File: src/hw/rtl/c8_ram.sv
// Synchronous memory with one write port and one registered read port.
module c8_ram #(
    parameter int W = 8,
    parameter int DEPTH = 16
) (
    input  logic                     i_clk,
    input  logic                     i_we,
    input  logic [$clog2(DEPTH)-1:0] i_waddr,
    input  logic [W-1:0]             i_wdata,
    input  logic [$clog2(DEPTH)-1:0] i_raddr,
    output logic [W-1:0]             o_rdata
);

    logic [W-1:0] r_mem [DEPTH];
    logic [W-1:0] r_rdata;

    always_ff @(posedge i_clk) begin
        if (i_we) begin
            r_mem[i_waddr] <= i_wdata;
        end
        r_rdata <= r_mem[i_raddr];
    end

    assign o_rdata = r_rdata;

endmodule

File: config.mk
export PLATFORM = sky130hd
export DESIGN_NAME = c8_ram
export DESIGN_NICKNAME = d
export VERILOG_FILES = /design/src/hw/rtl/c8_ram.sv
export SDC_FILE = /design/constraint.sdc
export NUM_CORES = 1
export LEC_CHECK = 0
export ABC_AREA = 1
export BUFFER_PORTS_ARGS = -buffer_cell sky130_fd_sc_hd__buf_4
export CORE_AREA = 2 2 142 144
export DETAILED_ROUTE_END_ITERATION = 10
export DIE_AREA = 0 0 144 146
export PLACE_DENSITY = 0.56
export SLEW_MARGIN = 20
export SYNTH_ARGS = -nofsm -noshare
export SYNTH_HDL_FRONTEND = slang
export SYNTH_SLANG_ARGS = --single-unit
File: constraint.sdc
create_clock -name i_clk -period 1.3 [get_ports i_clk]
set_input_delay 0.325 -clock i_clk [delete_from_list [all_inputs] [get_ports i_clk]]
set_output_delay 0.325 -clock i_clk [all_outputs]
set_load 0.01 [all_outputs]
After elaboration in Yosys (flattened, before gate mapping)

Memory sizes are Yosys's and may differ from the RTL's. A register that Yosys moved wholly into a read port is not among the register bits.
Index checks and enable logic that the tools add are counted.

Mux-type cells: 2

Operator list:

| cell              | number |
|---|---|
| two-way mux 1 bit | 2 |

Output and inout port bits: 8
Input bits: 18
Memory bits (writable): 128
Logic and storage cells: 3
Bits in registers: 0
Memories: 1

Memory list:

| memory | depth | width | rd ports | clocked after Yosys merged registers in | write ports | RTL line | text |
|---|---|---|---|---|---|---|---|
| r_mem  | 16    | 8     | 1        | 1                                       | 1           | 14       | `logic [W-1:0] r_mem [DEPTH];` |

Longest topological paths before layout

Depth after elaboration: 2
Mapped depth: 8
Mapped depth without buffers: 7

Worst setup path before layout

Ideal clock, no wire load.

Path type: input-to-reg
Start: in i_waddr[3]
End: mem r_mem[4][0] (enable)
Data required time: 0.930 ns
Data arrival time: 0.906 ns
Setup time: 0.370 ns
Stages on the path: 2
Path buffers: 0
Setup slack: 0.024 ns
Cell sequence: nand3b_1 nor2_1

RTL lines:

| element            | RTL line | text |
|---|---|---|
| start: declaration | 8        | `input logic [$clog2(DEPTH)-1:0] i_waddr,` |
| end: declaration   | 14       |  |

No word-level cell before the write port.

Final worst setup path

Start: reg r_rdata[1] (netlist: o_rdata[1]), read port of r_mem
End: out o_rdata[1]

RTL lines:

| element            | RTL line | text |
|---|---|---|
| start: declaration | 15       | `logic [W-1:0] r_rdata;` |
| end: declaration   | 11       | `output logic [W-1:0] o_rdata` |

No word-level cell between the ends.

==> reports/results.tsv <==
stage	metric	value	unit
clock_tree	Post-CTS Setup Inserts	0	
global_routing	grt ovf	0	
timing	Final Max Tran Viols	0	
final_layout	fillers	1864	
detailed_routing	Routed Antenna Nets	0	
logic_synthesis	Synth Area in Compound Gates	0	%
logic_synthesis	FF+latch count, synth	136	
die	Initial Util	29.8	%
detailed_routing	final wirelength	13.2	mm
global_routing	vias in the first global route	3849	
worst_setup_path	worst-path fanout max	1	
status	outcome	finished clean	
clock_tree	Clock Sinks	136	
detailed_routing	drt pass-1 iters	4	
detailed_routing	vias per cell	4.32	
logic_synthesis	Synth Area in Simple Gates	21.0	%
clock_tree	clock latency on the worst-skew pair	0.42	ns
timing	Slew HR	80.1	%
place	GP Congestion	0.782	
worst_setup_path	cell breakdown of the critical path	buf_4	
die	die area	21000	sq um
logic_synthesis	Netlist cell types	12	
clock_tree	clk buf depth	2	
clock_tree	Hold Buf Count CTS	0	
logic_synthesis	Adder-Cell Fraction of Synth Area	0	%
worst_setup_path	WP buf/inv	1	
logic_synthesis	multiplexer area fraction after synthesis	0	%
final_layout	Area growth syn-to-layout	22.6	%
clock_tree	CTS Root Cell	clkbuf_16	
worst_setup_path	critical path launch point type	flip-flop	
worst_setup_path	arrival time worst endpoint	0.93	ns
detailed_routing	vias	3820	
die	num ports	26	
clock_tree	post_cts resized	0	
logic_synthesis	Yosys top cell area share	66.7	%
clock_tree	TritonCTS clock tree	yes	
clock_tree	Num CTS Buffers	17	
global_routing	Total GRT Usage	13.4	%
die	Core Area	19300	sq um
run	max_cap viols	0	
global_routing	first-pass GRT wire length	20.8	mm
timing	achievable clock frequency	0.794	GHz
logic_synthesis	post-synthesis sequential area ratio	69.4	%
die	die width	144	um
final_layout	number of diodes	0	
place	post-DP HPWL	8.66	mm
timing	Least-Margin Pin Slew	0.298	ns
logic_synthesis	Area contributors post-synth	edfxtp_1, nand2_1, nand3_1	
timing	Setup TNS Final	0	ns
final_layout	Final Non-Filler Cells	884	
logic_synthesis	Synthesized Nets	569	
timing	RSZ-0062 raised after global routing	no	
worst_setup_path	Setup crit end kind	output port	
logic_synthesis	yosys warns	0	
global_routing	initial antenna violation count	0	
place	# placed instances	852	
logic_synthesis	Mapped Area	5770	sq um
timing	Tmin final	1.26	ns
hold_path	Worst Hold Class	in -> reg	
die	row count	51	
timing	Tcrit/Tclk final	96.8	%
global_routing	largest net degree at the start of global routing	42	
worst_setup_path	Top delay family on crit path	flip-flops	
power	pwr/cell area	1490	nW/um^2
clock_tree	H-tree depth	4	
worst_setup_path	WP data required	0.98	ns
power	worst vdd ir	1.02	mV
place	PortBufs	25	
clock_tree	Clock Pin Slew Worst Setup and Hold Paths	0.06	ns
detailed_routing	drt drc	0	
final_layout	nets	624	
worst_setup_path	CP max stage delay	0.37	ns
timing	final hold vios	0	
logic_synthesis	Synth Area in XOR/XNOR	0	%
power	P_leak	3.03	nW
final_layout	share of cells above drive strength 1	14.7	%
worst_setup_path	Crit Path Category	reg -> out	
die	die span in y	146	um
worst_setup_path	CP max-delay cell	dfxtp_1	
logic_synthesis	main combinational cell family by area after synthesis	simple AND/OR/NAND/NOR gates	
logic_synthesis	Synth Instances	551	
logic_synthesis	syn avg cell area	10.5	sq um
detailed_routing	1st-iter DRT viols	309	
detailed_routing	routed len/inst	15.0	um
timing	Setup Skew	0.00647	ns
logic_synthesis	dominant cell type by area after synthesis	edfxtp_1	
timing	final setup violation count	0	
[metrics by stage]
| step | hold WS (ns) | total power [mW] | cell area (sq um) | setup WS [ns] | utilization (%) |
|---|---|---|---|---|---|
| after floorplan | 0.424 | 5.38 | 5770 | 0.0242 | - |
| after global placement | 0.643 | 5.71 | 6460 | -0.105 | 33.4 |
| after detailed placement | 0.656 | 5.71 | 6460 | -0.101 | 33.4 |
| after CTS | 0.223 | 10.6 | 7070 | 0.0302 | 36.6 |
| after global routing | 0.235 | 10.9 | 7070 | 0.00277 | 36.6 |
| final | 0.237 | 10.6 | 7070 | 0.0410 | 36.6 |
[layout by cell type, fill, tap and decap left out]
cell | synthesis | layout
nand3b_1 | 2 | 2
clkinv_4 | 0 | 1
nand2_1 | 173 | 173
edfxtp_1 | 128 | 128
bufinv_16 | 0 | 4
clkinv_1 | 0 | 2
dfxtp_1 | 8 | 8
nand3_1 | 97 | 97
buf_12 | 0 | 6
inv_2 | 2 | 2
nor2_1 | 17 | 17
inv_1 | 100 | 100
buf_4 | 4 | 54
clkbuf_16 | 0 | 17
clkbuf_1 | 0 | 1
clkinv_2 | 0 | 3
clkinvlp_4 | 0 | 4
[sequential cells by signal, summed over array words and instances (netlist names)]
signal   flops
r_mem      128
o_rdata      8
[report_power, final]
part | internal [mW] | total [mW] | leakage (nW) | switching (mW)
clock network | 3.18 | 4.94 | 0.287 | 1.76
logic | 0.251 | 0.684 | 1.52 | 0.433
registers | 4.90 | 4.93 | 1.22 | 0.0312
total | 8.33 | 10.6 | 3.03 | 2.22
[cell families after synthesis]
family / Yosys count
buffers and inverters: 126
flip-flops: 136
AND/OR/NAND/NOR: 289
[Yosys cell counts]
cell and number:
buf_1 1, buf_2 13, buf_4 4, buf_6 6, dfxtp_1 8, edfxtp_1 128, inv_1 100, inv_2 2
nand2_1 173, nand3_1 97, nand3b_1 2, nor2_1 17
[layer usage]
metal | global-route usage, % | part of all wire (%)
met4 | 5.10 | 1.4
met3 | 3.75 | 5.1
met1 | 17.9 | 47
met2 | 20.8 | 47
met5 | 0 | 0
[final cells by class]
class                           instances  area, sq um  share of cell area, %
Sequential cell                       136         4000                   56.6
Timing Repair Buffer                   60          526                   7.43
Multi-Input combinational cell        289         1210                   17.2
Tap cell                              265          332                   4.69
Inverter                              102          383                   5.42
Clock buffer                           18          429                   6.07
Clock inverter                         14          181                   2.57
[worst paths after layout]
check,slack [ns],endpoint,depth (start not counted),start
setup / recovery,0.04,o_rdata[1],1,o_rdata[1]
hold / removal,0.24,r_mem[13][2],1,i_wdata[2]
setup reg to reg,0.29,o_rdata[6],6,r_mem[7][6]
hold reg to reg,0.67,o_rdata[3],6,r_mem[11][3]
Power figures use the tool's default switching activity.
